### src/hdl/msig_pkg.sv
// ---------------------------------------------------------------------------
// msig_pkg: shared types and constants of the masked signature scanner
// Register indexes, reset values, hash constants and the command/status
// structs that join the controller and the datapath.
// ---------------------------------------------------------------------------
package msig_pkg;

  // window length default
  localparam int WINDOW_BYTES_DEF = 32;

  // field widths
  localparam int BYTE_W  = 8;
  localparam int WORD_W  = 32;
  localparam int CFG_IDX_W = 2;

  // register indexes
  localparam logic [CFG_IDX_W-1:0] REG_SIGNATURE = 2'd0;
  localparam logic [CFG_IDX_W-1:0] REG_BYTE_MASK = 2'd1;
  localparam logic [CFG_IDX_W-1:0] REG_HASH_SEED = 2'd2;

  // register reset values
  localparam logic [WORD_W-1:0] SIGNATURE_RST = 32'h0000_0000;
  localparam logic [WORD_W-1:0] BYTE_MASK_RST = 32'hFFFF_FFFF;
  localparam logic [WORD_W-1:0] HASH_SEED_RST = 32'd5381;

  // hash multiplier 33 is a shift by five plus one
  localparam int HASH_SHIFT = 5;

  // saturated byte count
  localparam logic [WORD_W-1:0] COUNT_MAX = 32'hFFFF_FFFF;

  // controller to datapath
  typedef struct packed {
    logic load;    // take the input word into the window
    logic step;    // one hash iteration
    logic finish;  // close the current word
    logic emit;    // write the result register
  } ctrl_cmd_t;

  // datapath to controller
  typedef struct packed {
    logic check_needed;   // accepted byte completes a window to hash
    logic load_last;      // accepted byte ends the region
    logic hash_last;      // final hash iteration this cycle
    logic result_needed;  // finishing word gives a result
  } dp_status_t;

endpackage

### src/hdl/msig_if.sv
// ---------------------------------------------------------------------------
// msig_in_if / msig_out_if: valid/ready channels of the scanner
// Input carries region bytes, output carries scan results.
// ---------------------------------------------------------------------------
interface msig_in_if;
  logic                         valid;
  logic                         ready;
  logic [msig_pkg::BYTE_W-1:0]  data_byte;
  logic                         last_byte;

  modport source (output valid, output data_byte, output last_byte, input ready);
  modport sink   (input valid, input data_byte, input last_byte, output ready);
endinterface

interface msig_out_if;
  logic                         valid;
  logic                         ready;
  logic                         match_found;
  logic [msig_pkg::WORD_W-1:0]  match_offset;
  logic                         region_done;

  modport source (output valid, output match_found, output match_offset,
                  output region_done, input ready);
  modport sink   (input valid, input match_found, input match_offset,
                  input region_done, output ready);
endinterface

### src/hdl/masked_hash_signature_scanner.sv
// ---------------------------------------------------------------------------
// masked_hash_signature_scanner: first masked-hash window match in a region
// Each byte is shifted into a window; when a full window lies in the region
// its masked djb2a-style hash is compared with the signature.
// ---------------------------------------------------------------------------
// throughput: one byte per cycle while bytes are neither hashed nor last; a last byte
//   with no window to hash goes through FINISH, and one that completes a window through
//   HASH (one shared shift-add-xor iteration per window byte) then FINISH; no byte is
//   taken outside IDLE. latency: the result word is registered when FINISH emits it;
//   finish waits while a result is due and out is full
// reset: synchronous, clears region state, loads register defaults
module masked_hash_signature_scanner #(
  parameter int WINDOW_BYTES = msig_pkg::WINDOW_BYTES_DEF
) (
  input  logic                            clk,
  input  logic                            rst,
  input  logic                            cfg_we,
  input  logic [msig_pkg::CFG_IDX_W-1:0]  cfg_index,
  input  logic [msig_pkg::WORD_W-1:0]     cfg_data,
  msig_in_if.sink                         in_ch,
  msig_out_if.source                      out_ch
);

  msig_pkg::ctrl_cmd_t  cmd;
  msig_pkg::dp_status_t status;

  // sequencer
  msig_ctrl u_ctrl (
    .clk       (clk),
    .rst       (rst),
    .in_valid  (in_ch.valid),
    .in_ready  (in_ch.ready),
    .out_valid (out_ch.valid),
    .out_ready (out_ch.ready),
    .status    (status),
    .cmd       (cmd)
  );

  // datapath
  msig_dp #(
    .WINDOW_BYTES (WINDOW_BYTES)
  ) u_dp (
    .clk          (clk),
    .rst          (rst),
    .cfg_we       (cfg_we),
    .cfg_index    (cfg_index),
    .cfg_data     (cfg_data),
    .data_byte    (in_ch.data_byte),
    .last_byte    (in_ch.last_byte),
    .cmd          (cmd),
    .status       (status),
    .match_found  (out_ch.match_found),
    .match_offset (out_ch.match_offset)
  );

  // region_done is driven high on every result word, also on a match before the last byte
  assign out_ch.region_done = 1'b1;

endmodule

### src/hdl/msig_ctrl.sv
// ---------------------------------------------------------------------------
// msig_ctrl: scanner sequencer
// Takes one byte, runs the hash iterations when a window is due, and after a
// hashed or last byte closes the word and hands any result to the output register.
// ---------------------------------------------------------------------------
module msig_ctrl (
  input  logic                  clk,
  input  logic                  rst,
  input  logic                  in_valid,
  output logic                  in_ready,
  output logic                  out_valid,
  input  logic                  out_ready,
  input  msig_pkg::dp_status_t  status,
  output msig_pkg::ctrl_cmd_t   cmd
);

  localparam logic [1:0] ST_IDLE   = 2'd0;
  localparam logic [1:0] ST_HASH   = 2'd1;
  localparam logic [1:0] ST_FINISH = 2'd2;

  logic [1:0] state;
  logic [1:0] state_next;
  logic       out_valid_next;
  logic       slot_free;

  assign slot_free = !out_valid || out_ready;
  assign in_ready  = (state == ST_IDLE);

  // next state and commands
  always_comb begin
    state_next = state;
    cmd        = '0;
    unique case (state)
      ST_IDLE: begin
        if (in_valid) begin
          cmd.load = 1'b1;
          if (status.check_needed) begin
            state_next = ST_HASH;
          end else if (status.load_last) begin
            state_next = ST_FINISH;
          end
        end
      end
      ST_HASH: begin
        cmd.step = 1'b1;
        if (status.hash_last) begin
          state_next = ST_FINISH;
        end
      end
      ST_FINISH: begin
        if (!status.result_needed || slot_free) begin
          cmd.finish = 1'b1;
          cmd.emit   = status.result_needed;
          state_next = ST_IDLE;
        end
      end
      default: begin
        state_next = ST_IDLE;
      end
    endcase
  end

  // output word valid
  always_comb begin
    priority if (cmd.emit) begin
      out_valid_next = 1'b1;
    end else if (out_ready) begin
      out_valid_next = 1'b0;
    end else begin
      out_valid_next = out_valid;
    end
  end

  always_ff @(posedge clk) begin
    if (rst) begin
      state     <= ST_IDLE;
      out_valid <= 1'b0;
    end else begin
      state     <= state_next;
      out_valid <= out_valid_next;
    end
  end

endmodule

### src/hdl/msig_dp.sv
// ---------------------------------------------------------------------------
// msig_dp: scanner datapath
// Configuration registers, byte window, region count, shared
// shift-add-xor hash unit, signature compare and result register.
// ---------------------------------------------------------------------------
module msig_dp #(
  parameter int WINDOW_BYTES = msig_pkg::WINDOW_BYTES_DEF
) (
  input  logic                            clk,
  input  logic                            rst,
  input  logic                            cfg_we,
  input  logic [msig_pkg::CFG_IDX_W-1:0]  cfg_index,
  input  logic [msig_pkg::WORD_W-1:0]     cfg_data,
  input  logic [msig_pkg::BYTE_W-1:0]     data_byte,
  input  logic                            last_byte,
  input  msig_pkg::ctrl_cmd_t             cmd,
  output msig_pkg::dp_status_t            status,
  output logic                            match_found,
  output logic [msig_pkg::WORD_W-1:0]     match_offset
);

  localparam int IDX_W = (WINDOW_BYTES > 1) ? $clog2(WINDOW_BYTES) : 1;
  localparam logic [IDX_W-1:0] K_LAST = IDX_W'(WINDOW_BYTES - 1);
  localparam logic [msig_pkg::WORD_W-1:0] WIN_LEN = msig_pkg::WORD_W'(WINDOW_BYTES);

  logic [msig_pkg::WORD_W-1:0] signature_value;
  logic [msig_pkg::WORD_W-1:0] byte_mask;
  logic [msig_pkg::WORD_W-1:0] hash_seed;

  logic [msig_pkg::BYTE_W-1:0] window_bytes [WINDOW_BYTES];
  logic [msig_pkg::WORD_W-1:0] byte_count;
  logic [msig_pkg::WORD_W-1:0] byte_count_next;
  logic                        already_found;
  logic                        counted;

  logic [msig_pkg::WORD_W-1:0] hash;
  logic [msig_pkg::WORD_W-1:0] hash_next;
  logic [IDX_W-1:0]            k;
  logic [msig_pkg::BYTE_W-1:0] masked_byte;

  logic checked;
  logic last_flag;
  logic match;

  // configuration writes
  always_ff @(posedge clk) begin
    if (rst) begin
      signature_value <= msig_pkg::SIGNATURE_RST;
      byte_mask       <= msig_pkg::BYTE_MASK_RST;
      hash_seed       <= msig_pkg::HASH_SEED_RST;
    end else if (cfg_we) begin
      unique case (cfg_index)
        msig_pkg::REG_SIGNATURE: signature_value <= cfg_data;
        msig_pkg::REG_BYTE_MASK: byte_mask       <= cfg_data;
        msig_pkg::REG_HASH_SEED: hash_seed       <= cfg_data;
        default: ;
      endcase
    end
  end

  // saturating count and window check decision
  assign counted         = (byte_count != msig_pkg::COUNT_MAX);
  assign byte_count_next = counted ? byte_count + 32'd1 : byte_count;

  assign status.check_needed  = !already_found && counted && (byte_count_next >= WIN_LEN);
  assign status.load_last     = last_byte;
  assign status.hash_last     = (k == K_LAST);
  assign status.result_needed = match || (last_flag && !already_found);

  // one hash iteration: hash*33 xor masked byte
  assign masked_byte = byte_mask[k] ? window_bytes[k] : '0;
  assign hash_next   = ((hash << msig_pkg::HASH_SHIFT) + hash)
                       ^ {{(msig_pkg::WORD_W-msig_pkg::BYTE_W){1'b0}}, masked_byte};

  assign match = checked && (hash == signature_value);

  // window shift, newest byte at the top
  always_ff @(posedge clk) begin
    if (cmd.load) begin
      for (int i = 0; i < WINDOW_BYTES - 1; i++) begin
        window_bytes[i] <= window_bytes[i+1];
      end
      window_bytes[WINDOW_BYTES-1] <= data_byte;
    end
  end

  // region state
  always_ff @(posedge clk) begin
    if (rst) begin
      byte_count    <= '0;
      already_found <= 1'b0;
      checked       <= 1'b0;
      last_flag     <= 1'b0;
    end else if (cmd.load) begin
      byte_count <= byte_count_next;
      checked    <= status.check_needed;
      last_flag  <= last_byte;
    end else if (cmd.finish) begin
      checked   <= 1'b0;
      last_flag <= 1'b0;
      if (last_flag) begin
        byte_count    <= '0;
        already_found <= 1'b0;
      end else if (match) begin
        already_found <= 1'b1;
      end
    end
  end

  // shared hash unit
  always_ff @(posedge clk) begin
    if (cmd.load) begin
      hash <= hash_seed;
      k    <= '0;
    end else if (cmd.step) begin
      hash <= hash_next;
      k    <= k + IDX_W'(1);
    end
  end

  // result register
  always_ff @(posedge clk) begin
    if (cmd.emit) begin
      match_found  <= match;
      match_offset <= match ? (byte_count - WIN_LEN) : '0;
    end
  end

endmodule

### src/flat_wrapper.sv
// flat-port wrapper written by rule: the top's interface ports become plain ports
module masked_hash_signature_scanner_flat 
#(
  parameter int WINDOW_BYTES = msig_pkg::WINDOW_BYTES_DEF
)
  (clk, rst, cfg_we, cfg_index, cfg_data, in_ch_valid, in_ch_data_byte, in_ch_last_byte, in_ch_ready, out_ch_valid, out_ch_match_found, out_ch_match_offset, out_ch_region_done, out_ch_ready);
  msig_in_if in_ch_i ();
  msig_out_if out_ch_i ();
  input  logic clk;
  input  logic rst;
  input  logic cfg_we;
  input  logic [msig_pkg::CFG_IDX_W-1:0] cfg_index;
  input  logic [msig_pkg::WORD_W-1:0] cfg_data;
  input wire logic [$bits(in_ch_i.valid)-1:0] in_ch_valid;
  input wire logic [$bits(in_ch_i.data_byte)-1:0] in_ch_data_byte;
  input wire logic [$bits(in_ch_i.last_byte)-1:0] in_ch_last_byte;
  output wire logic [$bits(in_ch_i.ready)-1:0] in_ch_ready;
  output wire logic [$bits(out_ch_i.valid)-1:0] out_ch_valid;
  output wire logic [$bits(out_ch_i.match_found)-1:0] out_ch_match_found;
  output wire logic [$bits(out_ch_i.match_offset)-1:0] out_ch_match_offset;
  output wire logic [$bits(out_ch_i.region_done)-1:0] out_ch_region_done;
  input wire logic [$bits(out_ch_i.ready)-1:0] out_ch_ready;
  assign in_ch_i.valid = in_ch_valid;
  assign in_ch_i.data_byte = in_ch_data_byte;
  assign in_ch_i.last_byte = in_ch_last_byte;
  assign in_ch_ready = in_ch_i.ready;
  assign out_ch_valid = out_ch_i.valid;
  assign out_ch_match_found = out_ch_i.match_found;
  assign out_ch_match_offset = out_ch_i.match_offset;
  assign out_ch_region_done = out_ch_i.region_done;
  assign out_ch_i.ready = out_ch_ready;
  masked_hash_signature_scanner #(.WINDOW_BYTES(WINDOW_BYTES)) u_core (.clk(clk), .rst(rst), .cfg_we(cfg_we), .cfg_index(cfg_index), .cfg_data(cfg_data), .in_ch(in_ch_i), .out_ch(out_ch_i));
endmodule
### config.mk
export PLATFORM = sky130hd
export DESIGN_NAME = masked_hash_signature_scanner_flat
export DESIGN_NICKNAME = d
export VERILOG_FILES = /design/src/hdl/msig_pkg.sv /design/src/hdl/msig_if.sv /design/src/hdl/masked_hash_signature_scanner.sv /design/src/hdl/msig_ctrl.sv /design/src/hdl/msig_dp.sv /design/src/flat_wrapper.sv
export SDC_FILE = /design/constraint.sdc
export NUM_CORES = 1
export LEC_CHECK = 0
export BUFFER_PORTS_ARGS = -buffer_cell sky130_fd_sc_hd__buf_4
export CAP_MARGIN = 10
export CORE_UTILIZATION = 50
export CTS_CLUSTER_DIAMETER = 100
export CTS_CLUSTER_SIZE = 16
export DETAILED_ROUTE_END_ITERATION = 8
export PLACE_DENSITY_LB_ADDON = 0.2
export SYNTH_ARGS = -nofsm -noshare
export SYNTH_HDL_FRONTEND = slang
export SYNTH_SLANG_ARGS = --single-unit
### constraint.sdc
create_clock -name clk -period 12.4 [get_ports clk]
set_clock_uncertainty 0.05 [all_clocks]
set_input_delay 0 -clock clk [delete_from_list [all_inputs] [get_ports clk]]
set_output_delay 0 -clock clk [all_outputs]
set_load 0.02 [all_outputs]
Word level (Yosys, flattened, before mapping)
Memories as Yosys holds them, arrays and structs flattened. A register that Yosys moved wholly into a read port is not among the register bits.
Index checks and enable logic that the tools add are counted.

word-level totals
  bits in registers = 204
  latch bits = 0
  RAM bits = 256
  memory bits (read-only) = 0
  output and inout port bits = 36
  word-level logic and storage cells = 87
  memories kept = 1

operators by class
  add/subtract/negate cells = 4
  multipliers = 0
  divide/modulo/power cells = 0
  order comparisons = 2
  equal/unequal tests = 11
  shift operators = 0
  mux-type cells = 31
  bitwise logic cells = 2
  reductions and logical operators = 23

memory list
  name                      words  bits a word  rd ports  clocked after Yosys merged registers in  wr ports  line           text
  u_core.u_dp.window_bytes  32     8            32        1                                        32        msig_dp.sv:30  logic [msig_pkg::BYTE_W-1:0] window_bytes [WINDOW_BYTES];

operators by type and width
  operator                                               count
  2-to-1 mux 32 bit                                      6
  adder 32 x 1 -> 32 bit (second input constant)         1
  adder 32 bit                                           1
  == test 32 bit                                         1
  >= comparator 32 x 6 -> 1 bit (second input constant)  1
  != test 32 bit (second input constant)                 1
  subtractor 32 x 6 -> 32 bit (second input constant)    1
  bitwise XOR 32 x 8 -> 32 bit                           1
  2-to-1 mux 2 bit                                       7
  2-to-1 mux 1 bit                                       13
  2-to-1 mux 5 bit                                       2
  nonzero test 2 bit                                     5
  2-to-1 mux 8 bit                                       1
  AND reduction 2 bit                                    4
  < comparator 5 x 6 -> 1 bit (second input constant)    1
  case mux 2 bit (3 select lines)                        1
  adder 5 x 1 -> 5 bit (second input constant)           1
  binary-select mux 1 bit (select 5 bit)                 1
  == test 5 bit (second input constant)                  1
  == test 2 x 1 -> 1 bit (second input constant)         2
  == test 2 bit (second input constant)                  2
  logical AND 1 bit                                      4
  logical NOT 2 bit                                      2
  != test 2 bit (second input constant)                  2
  7 further kinds                                        11

Longest topological paths before layout
Gate-level depths: netlist (run 1).

  word-level depth = 9
  gate-level depth with buffers = 13
  gate-level depth less buffers = 13

By module
From an unflattened synthesis (run 1), not the netlist that was laid out.

second synthesis, totals
  cells, all modules = 1681
  area total of the unflattened synthesis = 20927.6 um^2

modules (own cells, without submodules)
  module                         instances  cells an instance  area an instance (um^2)  seq. area each (um^2)
  msig_dp                        1          1658               20723.6                  12462.0
  msig_ctrl                      1          21                 192.7                    60.1
  masked_hash_signature_scanner  1          2                  11.3                     0.0

Least setup slack after synthesis (run 1)
Ideal clock, no wire load.

  path kind = reg-to-reg
  start = register u_core.u_ctrl.state[1]
  end = register with a tool-made name
  setup time = 0.482 ns
  arrival time = 8.491 ns
  setup slack = 3.377 ns
  stages on the path, launching flop included = 7
  path buffers = 2
  cell sequence = dfxtp_1 nor2_1 nand2_1 inv_1 clkbuf_1 buf_1 nor2_1

RTL lines
  element                   line             text
  start: declaration        msig_ctrl.sv:21  logic [1:0] state;
  start signal: assignment  msig_ctrl.sv:79  state <= state_next;

Worst setup path after layout (run 1)
  start = register u_core.u_dp.hash[5] (netlist name)
  end = register u_core.u_dp.hash[31] (netlist name) (data pin)

on the way
  word-level cells in the longest chain between the ends = 4

ends and longest elaborated chain
  element                       line            text
  start: declaration            msig_dp.sv:36   logic [msig_pkg::WORD_W-1:0] hash;
  start signal: assignment      msig_dp.sv:113  hash <= hash_seed;
  start signal: assignment      msig_dp.sv:116  hash <= hash_next;
  adder 32 bit                  msig_dp.sv:72   assign hash_next = ((hash << msig_pkg::HASH_SHIFT) + hash)
  bitwise XOR 32 x 8 -> 32 bit  msig_dp.sv:73   ^ {{(msig_pkg::WORD_W-msig_pkg::BYTE_W){1'b0}}, masked_byte};
  2-to-1 mux 32 bit             msig_dp.sv:115  end else if (cmd.step) begin
  2-to-1 mux 32 bit             msig_dp.sv:112  if (cmd.load) begin

No other way between the ends. The select of a mux whose other input is x is not followed.
A chain may end at the register's enable or synchronous reset.

==> impl_metrics.json, run 1 <==
{
  "outcome": "completed",
  "buffer_ports.inserted": 82,
  "routedWlPerCell_um": 19.39,
  "grt_pass1_vias": 13160,
  "path_class": "reg -> reg",
  "slew_viol_final": 0,
  "synth.largest_area_cell": "sky130_fd_sc_hd__edfxtp_1",
  "crit_required_ns": 12.64,
  "worstPathBufferInverterCount": 1,
  "worstSetupStartpointType": "flop",
  "clkSlewWorstSetupHoldPaths_ns": 0.08,
  "cts.hold.buffers_added": 46,
  "finalWirelength_mm": 44.33,
  "hold_slack_ns": 0.04576,
  "synth_cell_types": 67,
  "rrSetupSlack_ns": 8.87,
  "worst_hold_path.endpoint": "u_core.u_dp.hash[29]",
  "area_delta_synth_final_pct": 11.94,
  "commonest_cells_after_routing_fill_and_taps_aside": "sky130_fd_sc_hd__edfxtp_1, sky130_fd_sc_hd__nand2_1, sky130_fd_sc_hd__dfxtp_1, sky130_fd_sc_hd__a21oi_1, sky130_fd_sc_hd__nor2_1",
  "synth-warning-count": 0,
  "achievable-frequency_mhz": 283.6,
  "number_of_h_tree_levels": 2,
  "timing.critical_path.fanout_max": 4,
  "max-vdd-ir-drop_mv": 0.1178,
  "post_cts_gate_resize_count": 0,
  "num_vias": 13218,
  "tritoncts": "built",
  "slowest_delay_ns": 0.47,
  "cts-root-buf": "sky130_fd_sc_hd__clkbuf_16",
  "cts_buffers": 35,
  "syn-cell-area_mm2": 0.02072,
  "overflow": 0,
  "layout_commonest_cell": "sky130_fd_sc_hd__edfxtp_1",
  "fillers": 3299,
  "timing.rr.start": "u_core.u_dp.hash[5]",
  "clock_tree.buffer_depth": 3,
  "yosys_register_bits": 465,
  "final_hold_viol_count": 0,
  "yosys_most_used_dff": "sky130_fd_sc_hd__edfxtp_1",
  "syn_avg_cell_area_um2": 12.51,
  "timing.critical_path.max_delay_family": "compound AO/OA/AOI/OAI gates",
  "crit_slowest_cell": "sky130_fd_sc_hd__edfxtp_1",
  "antenna_found_initial": 0,
  "dieHeight_um": 205.6,
  "maxSlewHeadroom_pct": 22.19,
  "numPlacedInstances": 2179,
  "ant_nets": 0,
  "power_density_mw_per_mm2": 145.9,
  "nNetsFinal": 1811,
  "detailedRoute.firstIterationViolations": 1045,
  "setup_repair_after_global_routing_missed_its_margin": "no",
  "place.detailed.hpwl_mm": 27.67,
  "path_type_of_the_worst_min_delay_path": "in -> reg",
  "final.setup.tns_ns": 0,
  "worstSetupEndpointType": "flop",
  "timing.hold.worst.start": "in_ch_valid",
  "route.detailed.vias_per_inst": 5.782,
  "drive_gt1_share_pct": 14.42,
  "place_congestion": 0.8851,
  "ys_seq_area_share_pct": 60.44,
  "num_antenna_cells": 0,
  "insertion_delay_ns": 0.57,
  "final_cell_area_mm2": 0.02319,
  "timing.critical_path.arrival_ns": 3.77,
  "worst-slew-pin-transition_ns": 1.167,
  "synth_top_area_share_pct": 46.52,
  "post-route-period-util_pct": 28.44,
  "ys_top_cells_by_area": "sky130_fd_sc_hd__edfxtp_1, sky130_fd_sc_hd__dfxtp_1, sky130_fd_sc_hd__mux4_2",
  "place_area_mm2": 0.02170,
  "report.final.setup_viol": 0,
  "core_area_mm2": 0.04083,
  "synth_cells": 1656,
  "detail_route.drc_violations": 0,
  "pin_count_of_the_biggest_net_entering_global_routing": 200,
  "tritoncts_num_sinks": 465,
  "worst_r2r_endpoint": "u_core.u_dp.hash[31]",
  "async_reset_ff_share_pct": 0,
  "fp.dieW_um": 205.6,
  "finalNonFillerCells": 2286,
  "most_prevalent_standard_cell_on_the_critical_path": "sky130_fd_sc_hd__o21ai_1",
  "r2r.worst_path.cells": 13,
  "mappedNetlistNets": 1736,
  "initial_core_util_pct": 50.74,
  "ff_latch_area_mm2": 0.01253,
  "multi_input_gate_area_mm2": 0.007707,
  "die_area_mm2": 0.04225,
  "num_io_pins": 84,
  "grt_first_pass_wirelength_mm": 70.87,
  "drt_first_pass_iters": 5,
  "finalCriticalPeriod_ns": 3.526,
  "leakagePower_nw": 8.041,
  "timing.max_cap.violations": 0,
  "post_cts.repair.setup_buffers": 0,
  "core.rowCount": 74,
  "worstHoldPathCells": 4,
  "global_route.usage.total_pct": 21.40,
  "synth_edf_count": 321,
  "cp_cell_sequence": "ha_1 > inv_1 > fa_1 > nor2b_1 > o31a_1 > o21a_1 > o311ai_1 > o21ai_1 > a311oi_2 > o211ai_1 > a31oi_1 > xnor2_1 > o21ai_1"
}
==> synth_stat cells, types with 7 or more instances <==
| cell type | instances |
|---|---|
| sky130_fd_sc_hd__edfxtp_1 | 321 |
| sky130_fd_sc_hd__nand2_1 | 272 |
| sky130_fd_sc_hd__dfxtp_1 | 144 |
| sky130_fd_sc_hd__a21oi_1 | 130 |
| sky130_fd_sc_hd__nor2_1 | 114 |
| sky130_fd_sc_hd__mux4_2 | 90 |
| sky130_fd_sc_hd__clkbuf_1 | 73 |
| sky130_fd_sc_hd__xor2_1 | 53 |
| sky130_fd_sc_hd__xnor2_1 | 44 |
| sky130_fd_sc_hd__nand3b_1 | 39 |
| sky130_fd_sc_hd__o21ai_0 | 38 |
| sky130_fd_sc_hd__ha_1 | 31 |
| sky130_fd_sc_hd__nand3_1 | 29 |
| sky130_fd_sc_hd__nor3_1 | 23 |
| sky130_fd_sc_hd__inv_1 | 20 |
| sky130_fd_sc_hd__buf_2 | 17 |
| sky130_fd_sc_hd__nor4_1 | 17 |
| sky130_fd_sc_hd__a311oi_1 | 13 |
| sky130_fd_sc_hd__mux2i_1 | 13 |
| sky130_fd_sc_hd__nand4_1 | 13 |
| sky130_fd_sc_hd__or3_1 | 13 |
| sky130_fd_sc_hd__a31oi_1 | 11 |
| sky130_fd_sc_hd__a21o_1 | 10 |
| sky130_fd_sc_hd__nand2b_1 | 9 |
| sky130_fd_sc_hd__buf_1 | 8 |
| sky130_fd_sc_hd__and3_1 | 7 |
| sky130_fd_sc_hd__nor2b_1 | 7 |
==> logic make-up after synthesis <==
logic type	Yosys count	synth area share (%)
buf+inv	123	2.422
flops	465	60.44
fa+ha+maj	32	1.969
compound gates	251	7.241
xor+xnor	97	4.101
mux	104	10.47
simple gates	583	13.35
other cells	1	0.01810
==> layout make-up <==
class | count | share of cell area [%]
well taps | 532 | 2.870
flip-flops and latches | 465 | 54.01
multi-input cells | 1068 | 33.23
clock buffers | 57 | 4.133
repair buffers | 141 | 5.201
clock inverters | 3 | 0.1942
inverters | 20 | 0.3561
==> sequential cells by signal, indices dropped and copies added, names as in the netlist, 2 cells and up, named ones only <==
name and count:
u_core.u_ctrl.state 2, u_core.u_dp.byte_count 32, u_core.u_dp.byte_mask 32, u_core.u_dp.hash 32, u_core.u_dp.hash_seed 32, u_core.u_dp.k 5
u_core.u_dp.match_offset 32, u_core.u_dp.signature_value 32, u_core.u_dp.window_bytes 256
==> worst register-to-register path, delay by kind of cell, from the launching register on <==
kind,cells,cell delay [ns]
xor gates and xnor gates,1,0.14
and+or+nand+nor,1,0.07
buffers and inverters,1,0.07
adders and majority gates,2,0.45
DFF,1,0.47
AOI/OAI and AO/OA,8,2.01
==> metal layers <==
metal	global-route usage, %	vias to the layer above	routed length (µm)
met3	3.310	66	1990
met5	0	-	0
met2	34.58	329	21110
li1	-	6247	-
met1	29.72	6576	20090
met4	6.746	0	1141
==> through the flow <==
stage	util [%]	total power [mW]	setup WS [ns]
after floorplan	-	2.199	3.377
after global placement	53.15	2.314	8.788
after detailed placement	53.15	2.323	8.764
after CTS	56.73	3.411	8.754
after global routing	56.80	3.521	8.610
final	56.80	3.384	8.874
==> report_power, final <==
part / internal [mW] / switching (mW) / leakage (nW)
clock network: 0.538 / 0.538 / 0.479
registers: 1.77 / 0.0651 / 4.20
logic: 0.204 / 0.266 / 3.36
total: 2.51 / 0.869 / 8.04
==> how the worst max path moves through the flow <==
stage	start	slack [ns]	end	cells past startpoint
4_1_cts	flop	8.75	u_core.u_dp.hash[4]	7
5_1_grt	flop	8.61	u_core.u_dp.hash[4]	7
2_1_floorplan	u_core.u_ctrl.state[1]	3.38	flop	6
3_5_place_dp	flop	8.76	u_core.u_dp.hash[4]	7
6_report	u_core.u_dp.hash[5]	8.87	u_core.u_dp.hash[31]	13
3_3_place_gp	flop	8.79	u_core.u_dp.hash[4]	7
Power figures use the tool's default switching activity.
==> inputs of run 2 (changes only) <==
==> constraint.sdc (replaced) <==
create_clock -name clk -period 3.6 [get_ports clk]
set_clock_uncertainty 0.05 [all_clocks]
set_input_delay 0 -clock clk [delete_from_list [all_inputs] [get_ports clk]]
set_output_delay 0 -clock clk [all_outputs]
set_load 0.02 [all_outputs]
==> impl_metrics.json, run 2 (synthesized netlist as in run 1, its figures left out) <==
{
  "ff_latch_area_mm2": 0.01253,
  "nNetsFinal": 1839,
  "route.detailed.vias_per_inst": 5.701,
  "multi_input_gate_area_mm2": 0.007712,
  "number_of_h_tree_levels": 2,
  "crit_required_ns": 3.84,
  "worstHoldPathCells": 4,
  "grt_first_pass_wirelength_mm": 70.62,
  "tritoncts": "built",
  "max-vdd-ir-drop_mv": 0.3090,
  "clkSlewWorstSetupHoldPaths_ns": 0.08,
  "place.detailed.hpwl_mm": 28.57,
  "layout_commonest_cell": "sky130_fd_sc_hd__edfxtp_1",
  "achievable-frequency_mhz": 302.0,
  "timing.rr.start": "u_core.u_dp.hash[0]",
  "timing.critical_path.fanout_max": 4,
  "r2r.worst_path.cells": 13,
  "place_area_mm2": 0.02194,
  "slew_viol_final": 0,
  "fp.dieW_um": 205.6,
  "cts-root-buf": "sky130_fd_sc_hd__clkbuf_16",
  "setup_repair_after_global_routing_missed_its_margin": "no",
  "overflow": 0,
  "pin_count_of_the_biggest_net_entering_global_routing": 138,
  "drt_first_pass_iters": 5,
  "largest_register_ff_count": 256,
  "antenna_found_initial": 0,
  "report.final.setup_viol": 0,
  "area_delta_synth_final_pct": 13.18,
  "worstSetupEndpointType": "flop",
  "final_hold_viol_count": 0,
  "finalCriticalPeriod_ns": 3.311,
  "cts_buffers": 35,
  "final.setup.tns_ns": 0,
  "outcome": "completed",
  "numPlacedInstances": 2206,
  "final_cell_area_mm2": 0.02345,
  "post_cts.repair.setup_buffers": 0,
  "worst-slew-pin-transition_ns": 1.221,
  "worstSetupStartpointType": "flop",
  "place_congestion": 0.9190,
  "timing.max_cap.violations": 0,
  "grt_pass1_vias": 12797,
  "finalNonFillerCells": 2317,
  "num_vias": 13210,
  "initial_core_util_pct": 50.74,
  "leakagePower_nw": 8.190,
  "drive_gt1_share_pct": 15.69,
  "path_type_of_the_worst_min_delay_path": "in -> reg",
  "buffer_ports.inserted": 82,
  "tritoncts_num_sinks": 465,
  "maxSlewHeadroom_pct": 18.57,
  "ant_nets": 0,
  "timing.hold.worst.start": "cfg_we",
  "commonest_cells_after_routing_fill_and_taps_aside": "sky130_fd_sc_hd__edfxtp_1, sky130_fd_sc_hd__nand2_1, sky130_fd_sc_hd__dfxtp_1, sky130_fd_sc_hd__a21oi_1, sky130_fd_sc_hd__buf_4",
  "timing.critical_path.arrival_ns": 3.55,
  "power_density_mw_per_mm2": 497.2,
  "dieHeight_um": 205.6,
  "register_with_the_highest_flop_count": "u_core.u_dp.window_bytes",
  "global_route.usage.total_pct": 21.31,
  "detailedRoute.firstIterationViolations": 1047,
  "routedWlPerCell_um": 19.01,
  "fillers": 3320,
  "worstSetupStartpoint": "u_core.u_dp.hash[0]",
  "finalWirelength_mm": 44.05,
  "insertion_delay_ns": 0.56,
  "num_io_pins": 84,
  "post-route-period-util_pct": 91.97,
  "detail_route.drc_violations": 0,
  "core_area_mm2": 0.04083,
  "path_class": "reg -> reg",
  "clock_tree.buffer_depth": 3,
  "num_antenna_cells": 0,
  "die_area_mm2": 0.04225,
  "core.rowCount": 74
}
run 2: cell types whose count changed in the layout (fill, tap and decap cells not counted), moves of 2 or more:
| cell | change |
|---|---|
| sky130_fd_sc_hd__buf_12 | +3 |
| sky130_fd_sc_hd__clkbuf_1 | +3 |
| sky130_fd_sc_hd__clkinv_8 | +2 |
| sky130_fd_sc_hd__buf_4 | +24 |
run 2: critical path, cell delays in order (launching register included):
cell	delay [ns]
sky130_fd_sc_hd__edfxtp_1	0.44
sky130_fd_sc_hd__ha_1	0.24
sky130_fd_sc_hd__inv_1	0.08
sky130_fd_sc_hd__fa_1	0.21
sky130_fd_sc_hd__nor2b_1	0.08
sky130_fd_sc_hd__o31a_1	0.27
sky130_fd_sc_hd__o21a_1	0.20
sky130_fd_sc_hd__o311ai_2	0.31
sky130_fd_sc_hd__o21ai_1	0.17
sky130_fd_sc_hd__a311oi_2	0.43
sky130_fd_sc_hd__o21ai_1	0.13
sky130_fd_sc_hd__a31oi_1	0.21
sky130_fd_sc_hd__xor2_1	0.16
sky130_fd_sc_hd__o21ai_1	0.07
run 2: worst paths after layout:
path / to / slack (ns)
max: u_core.u_dp.hash[29] / 0.29
min: u_core.u_dp.byte_mask[30] / 0.01
max reg2reg: u_core.u_dp.hash[29] / 0.29
min reg2reg: u_core.u_dp.window_bytes[25][2] / 0.39
run 2: area by class of cell:
| class | count | share of cell area [%] |
|---|---|---|
| multi-input cells | 1068 | 32.89 |
| repair buffers | 169 | 6.157 |
| clock inverters | 3 | 0.2081 |
| inverters | 20 | 0.3522 |
| well taps | 532 | 2.839 |
| flip-flops and latches | 465 | 53.42 |
| clock buffers | 60 | 4.135 |
run 2: power by group:
group,switching [mW],leakage [nW],internal (mW)
clock network,1.87,0.482,1.86
registers,0.218,4.20,6.10
logic,0.893,3.51,0.710
run 2: per-layer routing:
| metal | GRT usage, % | share of wire, % | routed length [µm] | vias to the layer above |
|---|---|---|---|---|
| met1 | 30.83 | 46 | 20450 | 6544 |
| met4 | 6.243 | 2.4 | 1047 | 0 |
| li1 | - | - | - | 6304 |
| met5 | 0 | 0 | 0 | - |
| met3 | 3.231 | 4.4 | 1930 | 68 |
| met2 | 33.32 | 47 | 20620 | 294 |
run 2: per-stage QoR:
step	utilization (%)	power (mW)	worst slack [ns]	hold slack, ns
after detailed placement	53.73	7.978	0.1475	0.1294
after CTS	57.38	11.76	0.1458	0.01008
final	57.43	11.66	0.2890	0.01370
after global routing	57.43	12.16	0.06291	0.002573
after floorplan	-	7.530	0.09115	0.04887
after global placement	53.73	7.938	0.2211	0.1286
run 2: repair_timing:
action | in CTS | in global routing
setup endpoints to repair | 0 | 3
hold buffers | 47 | 0
gates resized for setup | 0 | 1
hold endpoints to repair | 133 | 0
==> inputs of run 3 (changes only) <==
==> constraint.sdc (replaced) <==
create_clock -name clk -period 3.85 [get_ports clk]
set_clock_uncertainty 0.05 [all_clocks]
set_input_delay 0 -clock clk [delete_from_list [all_inputs] [get_ports clk]]
set_output_delay 0 -clock clk [all_outputs]
set_load 0.02 [all_outputs]
==> impl_metrics.json, run 3 (synthesized netlist as in run 1, its figures left out) <==
{
  "multi_input_gate_area_mm2": 0.007705,
  "crit_slowest_cell": "sky130_fd_sc_hd__edfxtp_1",
  "initial_core_util_pct": 50.74,
  "overflow": 0,
  "fp.dieW_um": 205.6,
  "maxSlewHeadroom_pct": 18.85,
  "dieHeight_um": 205.6,
  "leakagePower_nw": 8.142,
  "largest_register_ff_count": 256,
  "nNetsFinal": 1828,
  "detailedRoute.firstIterationViolations": 1116,
  "final.setup.tns_ns": 0,
  "place.detailed.hpwl_mm": 28.65,
  "register_with_the_highest_flop_count": "u_core.u_dp.window_bytes",
  "area_delta_synth_final_pct": 12.80,
  "final_hold_viol_count": 0,
  "timing.rr.start": "u_core.u_dp.hash[0]",
  "fillers": 3300,
  "setup_repair_after_global_routing_missed_its_margin": "no",
  "clock_tree.buffer_depth": 3,
  "power_density_mw_per_mm2": 468.9,
  "cp_cell_sequence": "ha_1 > inv_1 > fa_1 > nor2b_1 > o31a_1 > o21a_1 > o311ai_1 > o21ai_1 > a311oi_2 > o21bai_1 > a21oi_1 > xnor2_1 > a21oi_1",
  "worstSetupStartpointType": "flop",
  "numPlacedInstances": 2193,
  "report.final.setup_viol": 0,
  "path_class": "reg -> reg",
  "die_area_mm2": 0.04225,
  "max-vdd-ir-drop_mv": 0.3131,
  "finalCriticalPeriod_ns": 3.397,
  "layout_commonest_cell": "sky130_fd_sc_hd__edfxtp_1",
  "outcome": "completed",
  "most_prevalent_standard_cell_on_the_critical_path": "sky130_fd_sc_hd__a21oi_1",
  "rrSetupSlack_ns": 0.45,
  "tritoncts": "built",
  "timing.critical_path.arrival_ns": 3.64,
  "tritoncts_num_sinks": 465,
  "slew_viol_final": 0,
  "ant_nets": 0,
  "route.detailed.vias_per_inst": 5.792,
  "num_io_pins": 84,
  "final_cell_area_mm2": 0.02337,
  "global_route.usage.total_pct": 21.72,
  "routedWlPerCell_um": 19.42,
  "timing.critical_path.fanout_max": 4,
  "cts-root-buf": "sky130_fd_sc_hd__clkbuf_16",
  "worstSetupEndpointType": "flop",
  "antenna_found_initial": 1,
  "buffer_ports.inserted": 82,
  "clkSlewWorstSetupHoldPaths_ns": 0.08,
  "worst_r2r_endpoint": "u_core.u_dp.hash[27]",
  "insertion_delay_ns": 0.57,
  "post-route-period-util_pct": 88.23,
  "worstSetupStartpoint": "u_core.u_dp.hash[0]",
  "r2r.worst_path.cells": 13,
  "place_congestion": 0.9209,
  "grt_pass1_vias": 13123,
  "number_of_h_tree_levels": 2,
  "slowest_delay_ns": 0.45,
  "post_cts.repair.setup_buffers": 0,
  "detail_route.drc_violations": 0,
  "crit_required_ns": 4.09,
  "ff_latch_area_mm2": 0.01253,
  "place_area_mm2": 0.02183,
  "hold_slack_ns": 0.01640,
  "drive_gt1_share_pct": 15.07,
  "worst_setup_endpoint": "u_core.u_dp.hash[27]",
  "timing.max_cap.violations": 0,
  "finalNonFillerCells": 2305,
  "path_type_of_the_worst_min_delay_path": "in -> reg",
  "num_vias": 13350,
  "achievable-frequency_mhz": 294.4,
  "commonest_cells_after_routing_fill_and_taps_aside": "sky130_fd_sc_hd__edfxtp_1, sky130_fd_sc_hd__nand2_1, sky130_fd_sc_hd__dfxtp_1, sky130_fd_sc_hd__a21oi_1, sky130_fd_sc_hd__nor2_1",
  "cts_buffers": 35,
  "drt_first_pass_iters": 5,
  "pin_count_of_the_biggest_net_entering_global_routing": 128,
  "grt_first_pass_wirelength_mm": 71.62,
  "core_area_mm2": 0.04083,
  "post_cts_gate_resize_count": 0,
  "finalWirelength_mm": 44.76,
  "core.rowCount": 74,
  "post-route-util_pct": 57.23,
  "worst-slew-pin-transition_ns": 1.217
}
-- run 3: power by group --
part	switching [mW]	total, mW	internal (mW)
logic	0.851	1.51	0.662
clock network	1.74	3.54	1.80
registers	0.199	5.91	5.71
total	2.79	11.0	8.17
-- run 3: worst min path at each step --
stage / start / endpoint / cells after the start
CTS: in_ch_data_byte[3] / u_core.u_dp.window_bytes[31][3] / 2
detailed placement: in_ch_data_byte[5] / u_core.u_dp.window_bytes[31][5] / 1
global placement: in_ch_data_byte[2] / u_core.u_dp.window_bytes[31][2] / 1
global route: cfg_index[0] / u_core.u_dp.byte_mask[30] / 4
floorplan: in_ch_data_byte[0] / u_core.u_dp.window_bytes[31][0] / 0
finish: cfg_index[0] / u_core.u_dp.byte_mask[30] / 4
-- run 3: cell type report --
class	instances	share of cell area (%)
well taps	532	2.848
multi-input cells	1068	32.97
flip-flops and latches	465	53.60
clock buffers	57	4.101
diodes	1	0.01071
repair buffers	158	5.793
inverters	20	0.3534
clock inverters	4	0.3212
-- run 3: what timing repair did --
item | in CTS | in global routing
endpoints found under the setup margin | 0 | 0
hold buffers | 49 | 0
hold endpoints to repair | 122 | 0
-- run 3: layer usage --
layer	global-route usage, %	routed length (µm)	vias up
li1	-	-	6297
met1	30.78	20320	6630
met2	34.55	21120	346
met3	3.373	2272	77
met4	6.534	1050	0
met5	0	0	-
-- run 3: stage by stage --
step | power [mW] | worst slack, ns
after detailed placement | 7.468 | 0.4770
after floorplan | 7.041 | 0.3412
after global placement | 7.441 | 0.5169
after CTS | 11.06 | 0.4736
final | 10.96 | 0.4532
after global routing | 11.44 | 0.2165
-- run 3: critical path, delay by kind of cell, from the launching register on --
family                   cells  cell delay [ns]
adder cells (fa/ha/maj)      2             0.46
buffers and inverters        1             0.07
XOR/XNOR                     1             0.14
AND/OR/NAND/NOR              1             0.07
AO/OA/AOI/OAI                8             1.89
flip-flops                   1             0.45
